--- src/sv/ms_pkg.sv ---
// shared widths, codes and control types for the moebius sieve table
package ms_pkg;

    localparam int CFG_W          = 13;
    localparam int IDX_W          = 12;
    localparam int MU_W           = 2;
    localparam int ST_W           = 2;
    localparam int MAX_LENGTH_DEF = 4096;

    localparam logic [ST_W-1:0] ST_OK        = 2'd0;
    localparam logic [ST_W-1:0] ST_RANGE     = 2'd1;
    localparam logic [ST_W-1:0] ST_NOT_READY = 2'd2;

    localparam logic CMD_SIEVE = 1'b0;
    localparam logic CMD_READ  = 1'b1;

    typedef enum logic [7:0] {
        S_IDLE    = 8'b0000_0001,
        S_INIT    = 8'b0000_0010,
        S_SCAN    = 8'b0000_0100,
        S_CHECK   = 8'b0000_1000,
        S_NEG     = 8'b0001_0000,
        S_SQSTART = 8'b0010_0000,
        S_SQ      = 8'b0100_0000,
        S_DONE    = 8'b1000_0000
    } ms_state_t;

    typedef struct packed {
        logic rd_load;
        logic init_start;
        logic init_step;
        logic scan_start;
        logic scan_rd;
        logic p_inc;
        logic neg_start;
        logic neg_rd;
        logic sq_start;
        logic sq_wr;
        logic finish;
    } ms_cmd_t;

    typedef struct packed {
        logic q_lt_n;
        logic p_lt_n;
        logic marked;
    } ms_stat_t;

endpackage

--- src/sv/ms_ctrl.sv ---
// sequencer for request handshake and sieve passes
module ms_ctrl (
    input  logic             clk,
    input  logic             rst_n,
    input  logic             in_valid,
    input  logic             cmd,
    input  logic             out_stall,
    input  ms_pkg::ms_stat_t stat,
    output ms_pkg::ms_cmd_t  dp_cmd,
    output logic             in_stall,
    output logic             out_valid
);
    import ms_pkg::*;

    ms_state_t state_reg;
    ms_state_t state_next;
    logic      out_valid_reg;
    logic      out_valid_next;
    logic      accept;

    assign in_stall  = (state_reg != S_IDLE) || (out_valid_reg && out_stall);
    assign accept    = in_valid && !in_stall;
    assign out_valid = out_valid_reg;

    always_comb
    begin
        state_next = state_reg;
        dp_cmd     = '0;
        unique case (state_reg)
            S_IDLE:
            begin
                if (accept)
                begin
                    if (cmd == CMD_READ)
                    begin
                        dp_cmd.rd_load = 1'b1;
                    end
                    else
                    begin
                        dp_cmd.init_start = 1'b1;
                        state_next        = S_INIT;
                    end
                end
            end
            S_INIT:
            begin
                if (stat.q_lt_n)
                begin
                    dp_cmd.init_step = 1'b1;
                end
                else
                begin
                    dp_cmd.scan_start = 1'b1;
                    state_next        = S_SCAN;
                end
            end
            S_SCAN:
            begin
                if (stat.p_lt_n)
                begin
                    dp_cmd.scan_rd = 1'b1;
                    state_next     = S_CHECK;
                end
                else
                begin
                    state_next = S_DONE;
                end
            end
            S_CHECK:
            begin
                if (stat.marked)
                begin
                    dp_cmd.p_inc = 1'b1;
                    state_next   = S_SCAN;
                end
                else
                begin
                    dp_cmd.neg_start = 1'b1;
                    state_next       = S_NEG;
                end
            end
            S_NEG:
            begin
                if (stat.q_lt_n)
                begin
                    dp_cmd.neg_rd = 1'b1;
                end
                else
                begin
                    state_next = S_SQSTART;
                end
            end
            S_SQSTART:
            begin
                dp_cmd.sq_start = 1'b1;
                state_next      = S_SQ;
            end
            S_SQ:
            begin
                if (stat.q_lt_n)
                begin
                    dp_cmd.sq_wr = 1'b1;
                end
                else
                begin
                    dp_cmd.p_inc = 1'b1;
                    state_next   = S_SCAN;
                end
            end
            S_DONE:
            begin
                dp_cmd.finish = 1'b1;
                state_next    = S_IDLE;
            end
            default:
            begin
                state_next = S_IDLE;
            end
        endcase
    end

    always_comb
    begin
        out_valid_next = out_valid_reg;
        if (dp_cmd.rd_load || dp_cmd.finish)
        begin
            out_valid_next = 1'b1;
        end
        else if (!out_stall)
        begin
            out_valid_next = 1'b0;
        end
    end

    always_ff @(posedge clk or negedge rst_n)
    begin
        if (!rst_n)
        begin
            state_reg     <= S_IDLE;
            out_valid_reg <= 1'b0;
        end
        else
        begin
            state_reg     <= state_next;
            out_valid_reg <= out_valid_next;
        end
    end

endmodule

--- config.mk ---
export PLATFORM = sky130hd
export DESIGN_NAME = ms_ctrl
export DESIGN_NICKNAME = d
export VERILOG_FILES = /design/src/sv/ms_pkg.sv /design/src/sv/ms_ctrl.sv
export SDC_FILE = /design/constraint.sdc
export NUM_CORES = 1
export LEC_CHECK = 0
export BUFFER_PORTS_ARGS = -buffer_cell sky130_fd_sc_hd__buf_2
export CAP_MARGIN = 20
export CORE_AREA = 2 2 41 43
export CTS_CLUSTER_SIZE = 20
export DETAILED_ROUTE_END_ITERATION = 7
export DIE_AREA = 0 0 43 45
export GPL_TIMING_DRIVEN = 0
export MAX_ROUTING_LAYER = met4
export PLACE_DENSITY = 0.7
export SLEW_MARGIN = 20
export SYNTH_ARGS = -nofsm -noshare
export SYNTH_HDL_FRONTEND = slang
export SYNTH_SLANG_ARGS = --single-unit
--- constraint.sdc ---
create_clock -name clk -period 1.8 [get_ports clk]
set_clock_uncertainty 0.1 [all_clocks]
set_input_delay 0.09 -clock clk [delete_from_list [all_inputs] [get_ports clk]]
set_output_delay 0.09 -clock clk [all_outputs]
set_load 0.01 [all_outputs]
* After elaboration in Yosys (flattened, before gate mapping) *
Cells that the tools add are included.

word-level totals
  register bits after elaboration = 9
  input port bits = 8
  output and inout port bits = 13

cells by class
  eq/ne operators = 14
  mux-type cells = 26
  reductions and logical operators = 7

operators by type and width
  operator                                              number
  one-hot mux 8 bit (6 select lines)                    1
  2-to-1 mux 8 bit                                      5
  2-to-1 mux 1 bit                                      15
  equality test 8 x 1 -> 1 bit (second input constant)  1
  equality test 8 x 2 -> 1 bit (second input constant)  1
  equality test 8 x 3 -> 1 bit (second input constant)  1
  equality test 8 x 4 -> 1 bit (second input constant)  1
  equality test 8 x 5 -> 1 bit (second input constant)  1
  equality test 8 x 6 -> 1 bit (second input constant)  1
  equality test 8 x 7 -> 1 bit (second input constant)  1
  equality test 8 bit (second input constant)           1
  != test 2 bit (second input constant)                 4
  != test 8 x 1 -> 1 bit (second input constant)        1
  2-to-1 mux 2 bit                                      3
  2-to-1 mux 5 bit                                      1
  AND reduction 4 bit                                   1
  logical AND 1 bit                                     2
  logical OR 1 bit                                      2
  != test 2 x 1 -> 1 bit (second input constant)        1
  one-hot mux 1 bit (2 select lines)                    1
  OR reduction 2 bit                                    1
  zero test 1 bit                                       1

* Logic depth before layout (Yosys ltp) *
Gate-level depths: netlist (run 1).

  word-level depth = 8
  mapped depth = 5
  mapped depth without buffers = 4

* Least setup slack after synthesis (run 1) *
No wires, ideal clock.

  path kind = register to output
  start = reg state_reg[3]
  end = out dp_cmd[5] (netlist bit)
  data arrival time = 1503 ps
  required time = 1610 ps
  slack = 107 ps
  stages on the path, launching flop included = 6
  buffers on the path = 1
  path through = dfrtp_1 -> buf_6 -> or4_4 -> nor3_4 -> nand2b_1 -> o21ai_1

RTL lines
  item                    line            text
  from (decl)             ms_ctrl.sv:15   ms_state_t state_reg;
  from (signal assigned)  ms_ctrl.sv:144  state_reg <= state_next;
  to (decl)               ms_ctrl.sv:9    output ms_pkg::ms_cmd_t dp_cmd,

==> metrics.yaml, run 1 <==
cts:
  path_clk_slew_ns: 0.08
  tritoncts: "done"
  root_buffer: "clkbuf_4"
  clock_sinks: 9
  insertion_delay_ns: 0.28
  cts_buffers: 3
  cts_max_level: 1
  cts_buffer_depth: 2
synthesis:
  synth_mux_area_share_pct: 0
  ys_ff_latch: 9
  synthAdderAreaFrac_pct: 0
  synth_top_family_by_area: "simple AND/OR/NAND/NOR gates"
  yosysWarnings: 0
  netlist_area_um2: 643.1
  yosysSeqAreaShare_pct: 35.21
  avgSynthCellArea_um2: 9.599
  synth_xor_area_share_pct: 1.362
  synth_compound_area_share_pct: 13.42
  syn-num-nets: 75
  synth-simple-area-share_pct: 42.22
  syn_inst: 67
  synth.distinct_cells: 34
place:
  port_buffers: 20
  placedCellCount: 103
  dpl-instance-area_um2: 763.2
  pre_cts_ws_ns: -0.007343
  gp_congestion: 0.7926
  hpwlAfterDp_um: 1064
critical_path:
  reg2reg_setup_slack_ns: -0.09
  r2r_start: "state_reg[2]$_DFFE_PN0P_"
  crit_path_end: "dp_cmd[5]"
  worstPathRequired_ns: 1.61
  crit_cells: 5
  worst-path-buf-inv: 1
  critical_path.max_fanout: 3
  crit_family: "simple AND/OR/NAND/NOR gates"
  crit_path_start: "state_reg[2]$_DFFE_PN0P_"
  reg2reg_depth: 6
  critPathSlowestCell: "or4_4"
  crit_type: "reg2out"
  cpPeakStageDelay_ns: 0.54
  path_cells: "or4_4 > nor3_4 > nand2b_1 > o21ai_1 > buf_2"
  reg2reg_to: "state_reg[0]$_DFFE_PN1P_"
  crit_arrival_ns: 1.86
  end_kind: "output pin"
  start_kind: "register"
floorplan:
  start_util_pct: 43.71
  rows: 14
  die_x_um: 43
  core-area_mm2: 0.001471
  dieArea_mm2: 0.001935
  die_y_um: 45
  ios: 21
detailed_routing:
  routed_wl_um: 1922
  dr.pass1.iters: 4
  drt_iter0_drc: 18
  viasPerCell: 5.661
  drc: 0
  vias: 719
  wl_per_cell_um: 15.13
  ant_nets: 0
pwr:
  vdd_ir_drop_max_mv: 0.6365
  leakage_uw: 0.0005055
  power_density_mw_per_mm2: 943.0
  power.total_uw: 981.7
final_layout:
  final_common_cell: "buf_2"
  fin_area_mm2: 0.001041
  fillerInstances: 111
  layout.cells.non_filler: 127
  areaGrowthSynthToFinish_pct: 61.87
  final_cell_mix: "buf_2, buf_4, buf_6, nor2_1, dfrtp_1"
  num_antenna_cells: 0
  drive_gt1_share_pct: 56.76
  largest_reg_flops: 8
  nNetsFinal: 120
grt:
  grt_pass1_wl_um: 2925
  grt_max_degree: 11
  met2_usage_pct: 36.36
  track_usage_pct: 21.49
  grt_pass1_vias: 664
  use_met1_pct: 25.57
  antenna_found_initial: 0
  grt_overflow: 0
  grtUsageMet3_pct: 2.400
  top_usage_layer: "met2"
hold_path:
  min_path_type: "in2reg"
timing:
  worstMarginPinSlew_ns: 0.3231
  worst_slack_ns: -0.2546
  period_share_pct: 114.1
  max_slew_margin_pct: 78.26
  maxSlewViolCount: 0
  min_period_ns: 2.055
  rsz0062_at_grt: "true"
  hold_viol_final: 0
  holdWs_ns: 0.03977
  setup_viol: 14
  max_freq_mhz: 486.7
run_status:
  status: "finished with violations"
  violations: "setup timing"
run:
  drv_cap: 0
## area by class of cell
cell class / instances / area, um^2 / share of cell area, %
sequential: 9 / 229.0 / 22.00
multi-input combinational: 51 / 437.9 / 42.07
tap: 16 / 20.02 / 1.923
inverter: 2 / 7.507 / 0.7212
buffer: 3 / 27.53 / 2.644
clock buffer: 4 / 26.28 / 2.524
timing repair buffer: 42 / 292.8 / 28.12
## per-stage QoR
stage	setup TNS, ns	util [%]
floorplan	0	-
global placement	0	51.87
detailed placement	-0.007343	51.87
CTS	-1.471	65.22
global route	-3.015	70.75
finish	-2.225	70.75
## worst register-to-register path, stage by stage, from the launching register on
cell and delay [ns]:
dfrtp_2 0.41, or4_4 0.54, buf_4 0.16, buf_6 0.11, buf_6 0.11, a211oi_2 0.24, o221ai_2 0.14
## cells in the mapped netlist (all sizes together)
| cell type | count | area share (%) |
|---|---|---|
| and2 | 1 | 0.97 |
| nand4b | 1 | 1.4 |
| or4 | 3 | 4.7 |
| nor2 | 7 | 4.1 |
| dfrtp | 8 | 31 |
| and4b | 3 | 4.7 |
| a21boi | 1 | 1.2 |
| nand3b | 2 | 2.3 |
| or2 | 1 | 0.97 |
| nand2b | 4 | 3.9 |
| o22ai | 1 | 0.97 |
| nand4 | 1 | 0.97 |
| buf | 5 | 6.6 |
| and4bb | 1 | 1.9 |
| nor3 | 4 | 8.2 |
| xor2 | 1 | 1.4 |
| a21oi | 1 | 0.78 |
| inv | 2 | 1.2 |
| o211ai | 1 | 1.2 |
| a211oi | 1 | 1.2 |
| o221ai | 1 | 1.4 |
| dfstp | 1 | 4.1 |
| a22o | 1 | 1.4 |
| nand2 | 5 | 2.9 |
| o21ai | 4 | 3.1 |
| nor4b | 1 | 2.3 |
| nor4 | 2 | 1.9 |
| and3 | 1 | 0.97 |
| o21bai | 2 | 2.3 |
## power by group
group	internal, uW	total [uW]	switching, uW	leakage (uW)
Sequential	234	256	21.7	0.000117
Clock	86.1	176	90.2	0.0000150
Combinational	294	550	256	0.000373
Total	614	982	368	0.000505
## per-layer routing
| layer | part of all wire [%] | wire length [um] |
|---|---|---|
| met1 | 42 | 810 |
| met2 | 49 | 949 |
| met3 | 6.0 | 115 |
| met4 | 2.4 | 47 |
| met5 | 0 | 0 |
## worst min-delay path by stage
| stage | start | to | slack, ns | cells after the start |
|---|---|---|---|---|
| after floorplan | rst_n | out_valid$_DFFE_PN0P_ | -0.31 | 0 |
| after global routing | stat[2] | state_reg[6]$_DFFE_PN0P_ | 0.07 | 3 |
| final | stat[2] | state_reg[6]$_DFFE_PN0P_ | 0.04 | 3 |
| after CTS | stat[2] | state_reg[6]$_DFFE_PN0P_ | 0.05 | 3 |
| after detailed placement | rst_n | state_reg[6]$_DFFE_PN0P_ | -0.14 | 1 |
| after global placement | rst_n | state_reg[1]$_DFFE_PN0P_ | -0.14 | 1 |
## what timing repair did
action | in CTS | in global routing
setup endpoints to repair | 12 | 16
hold endpoints to repair | 11 | 0
hold buffers | 3 | 0
gates resized for setup | 12 | 7
pin swaps | 11 | 11
setup buffers | 13 | 7
## logic make-up after synthesis
logic type | Yosys count
xor gates and xnor gates | 1
AOI/OAI and AO/OA | 13
buffers and inverters | 7
and+or+nand+nor | 37
DFF | 9
No activity file was read; power rests on OpenSTA's default activity.
==> run 2: changes to the inputs <==
--- a/config.mk
+++ b/config.mk
@@ -5,15 +5,16 @@
 export SDC_FILE = /design/constraint.sdc
 export NUM_CORES = 1
 export LEC_CHECK = 0
+export ABC_AREA = 1
 export BUFFER_PORTS_ARGS = -buffer_cell sky130_fd_sc_hd__buf_2
 export CAP_MARGIN = 20
-export CORE_AREA = 2 2 41 43
+export CORE_AREA = 2 2 42 44
 export CTS_CLUSTER_SIZE = 20
 export DETAILED_ROUTE_END_ITERATION = 7
-export DIE_AREA = 0 0 43 45
+export DIE_AREA = 0 0 44 46
 export GPL_TIMING_DRIVEN = 0
 export MAX_ROUTING_LAYER = met4
-export PLACE_DENSITY = 0.7
+export PLACE_DENSITY = 0.68
 export SLEW_MARGIN = 20
 export SYNTH_ARGS = -nofsm -noshare
 export SYNTH_HDL_FRONTEND = slang
==> run 2 against run 1 <==
The run ends with hold timing left. Largest cell class unchanged. Highest routed layer unchanged. Routed wire length decreased by 21%. Global-route usage is 5.1 points lower. Non-clock buffer count is 16 lower. Worst hold slack got worse by 0.042 ns. Setup slack improved by 0.32 ns.
==> metrics.yaml, run 2 <==
run_status:
  violations: "hold timing"
  status: "finished with violations"
cts:
  root_buffer: "clkbuf_4"
  cts_max_level: 1
  tritoncts: "done"
  cts_buffers: 3
  cts_buffer_depth: 2
  path_clk_slew_ns: 0.06
  clock_sinks: 9
  insertion_delay_ns: 0.25
grt:
  grt_overflow: 0
  antenna_found_initial: 0
  grt_pass1_vias: 568
  grt_pass1_wl_um: 2283
  grt_max_degree: 10
  track_usage_pct: 16.37
synthesis:
  syn_inst: 94
  yosysSeqAreaShare_pct: 34.81
  async_flop_share_pct: 100.0
  avgSynthCellArea_um2: 6.922
  yosysTopAreaCell: "dfrtp_1"
  syn-num-nets: 102
  synth.distinct_cells: 19
  yosys.area.top_type_share_pct: 30.77
  yosysWarnings: 0
  synth_edf_count: 0
  ys_ff_latch: 9
  synthFlopType: "dfrtp_1"
  ys_top_cells_by_count: "nand2_1, nor2_1, inv_1, inv_2"
  netlist_area_um2: 650.6
  synth_area_leaders: "dfrtp_1, nand2_1, nor2_1"
detailed_routing:
  viasPerCell: 4.636
  ant_nets: 0
  vias: 663
  dr.pass1.iters: 4
  wl_per_cell_um: 10.56
  drc: 0
  drt_iter0_drc: 12
  routed_wl_um: 1510
critical_path:
  reg2reg_to: "state_reg[6]$_DFFE_PN0P_"
  crit_arrival_ns: 1.54
  critPathSlowestCell: "dfstp_2"
  critical_path.max_fanout: 4
  reg2reg_setup_slack_ns: 0.24
  crit_type: "reg2out"
  worstPathRequired_ns: 1.61
  start_kind: "register"
  cpPeakStageDelay_ns: 0.56
  crit_family: "flip-flops"
  r2r_start: "state_reg[0]$_DFFE_PN1P_"
  end_kind: "output pin"
  path_cells: "nand3_2 > nor2_4 > nand2_2 > nor2_2 > nand2_1 > inv_1 > buf_2"
  worst-path-buf-inv: 2
  reg2reg_depth: 10
pwr:
  vdd_ir_drop_max_mv: 0.7313
  leakage_uw: 0.0005493
  power.total_uw: 921.1
  power_density_mw_per_mm2: 1052
place:
  dpl-instance-area_um2: 772.0
  placedCellCount: 131
  hpwlAfterDp_um: 1166
  gp_congestion: 0.7602
  port_buffers: 20
final_layout:
  multiInputGateArea_um2: 357.8
  fin_area_um2: 875.8
  largest_reg_flops: 8
  final_cell_mix: "buf_2, nand2_1, nor2_1, inv_1"
  fillerInstances: 158
  nNetsFinal: 135
  drive_gt1_share_pct: 48.41
  seq_area_um2: 226.5
  layout.cells.non_filler: 143
  areaGrowthSynthToFinish_pct: 34.62
  num_antenna_cells: 0
  final_common_cell: "buf_2"
hold_path:
  whs_endpoint: "state_reg[4]$_DFFE_PN0P_"
  hp-start: "stat[0]"
  min_path_cells: 2
  min_path_type: "in2reg"
timing:
  hold_viol_final: 1
  min_period_ns: 1.733
  period_share_pct: 96.29
  max_freq_mhz: 576.9
  setup_viol: 0
  maxSlewViolCount: 0
  worstMarginPinSlew_ns: 0.2884
  max_slew_margin_pct: 80.61
  holdWs_ns: -0.001756
floorplan:
  dieArea_mm2: 0.002024
  start_util_pct: 40.31
  die_y_um: 46
  die_x_um: 44
  ios: 21
  rows: 15
  core-area_mm2: 0.001614
run:
  drv_cap: 0
## run 2: changes by cell type after synthesis, sizes merged, moves of 2 or more
cell and change:
nand2b -4, o21bai -2, or4 -3, nand3 +5, nand2 +23, inv +17, and4b -3, nand3b -2
buf -4, o21ai -2, nor2 +17, nor3 -3, nand4 +2
## run 2: cells by family after synthesis
group,share of synthesized area (%)
flip-flops,34.81
buffers and inverters,12.12
AND/OR/NAND/NOR,50.58
AO/OA/AOI/OAI,2.499
## run 2: per-layer routing
layer  part of all wire (%)  track usage, %
met5                      0               -
met4                    2.0           10.91
met3                    5.3           1.190
met2                     52           27.94
met1                     41           18.29
## run 2: metrics by stage
step	setup WS (ns)	util [%]	TNS, ns
floorplan	0.4645	-	0
global placement	0.3541	47.83	0
detailed placement	0.3167	47.83	0
CTS	0.03673	50.70	0
global route	-0.009850	54.26	-0.009850
finish	0.06674	54.26	0
## run 2: worst reg2reg max path: stages (launching register included)
cell and delay [ns]:
dfstp_2 0.56, inv_1 0.07, nand2_2 0.07, buf_4 0.12, nor2_4 0.05, nand3_1 0.11
nand2_1 0.08, inv_2 0.05, nand3_2 0.12, nand2_1 0.09, nand2_1 0.05
## run 2: how the worst max path moves through the flow
stage / from / endpoint / cells after the start
after floorplan: state_reg[0]$_DFFE_PN1P_ / state_reg[6]$_DFFE_PN0P_ / 9
after global placement: state_reg[0]$_DFFE_PN1P_ / state_reg[6]$_DFFE_PN0P_ / 9
after detailed placement: state_reg[4]$_DFFE_PN0P_ / dp_cmd[6] / 7
after CTS: state_reg[5]$_DFFE_PN0P_ / dp_cmd[6] / 7
after global routing: state_reg[0]$_DFFE_PN1P_ / dp_cmd[10] / 7
final: state_reg[0]$_DFFE_PN1P_ / dp_cmd[10] / 7
## run 2: power breakdown
part | switching (uW) | leakage, uW | internal [uW] | total [uW]
Sequential | 30.9 | 0.000121 | 246 | 277
Combinational | 298 | 0.000414 | 201 | 498
Clock | 61.3 | 0.0000150 | 84.8 | 146
## run 2: cell type report
class	instances	area share, %
multi-input cells	65	40.86
flip-flops and latches	9	25.86
repair buffers	28	18.86
inverters	19	8.143
clock buffers	4	3.000
well taps	17	2.429
plain buffers	1	0.8571
## run 2: timing repair
action	in CTS	in global routing
gates resized for setup	0	4
hold buffers	2	0
setup endpoints to repair	0	2
buffers inserted	0	6
endpoints found under the hold margin	11	0
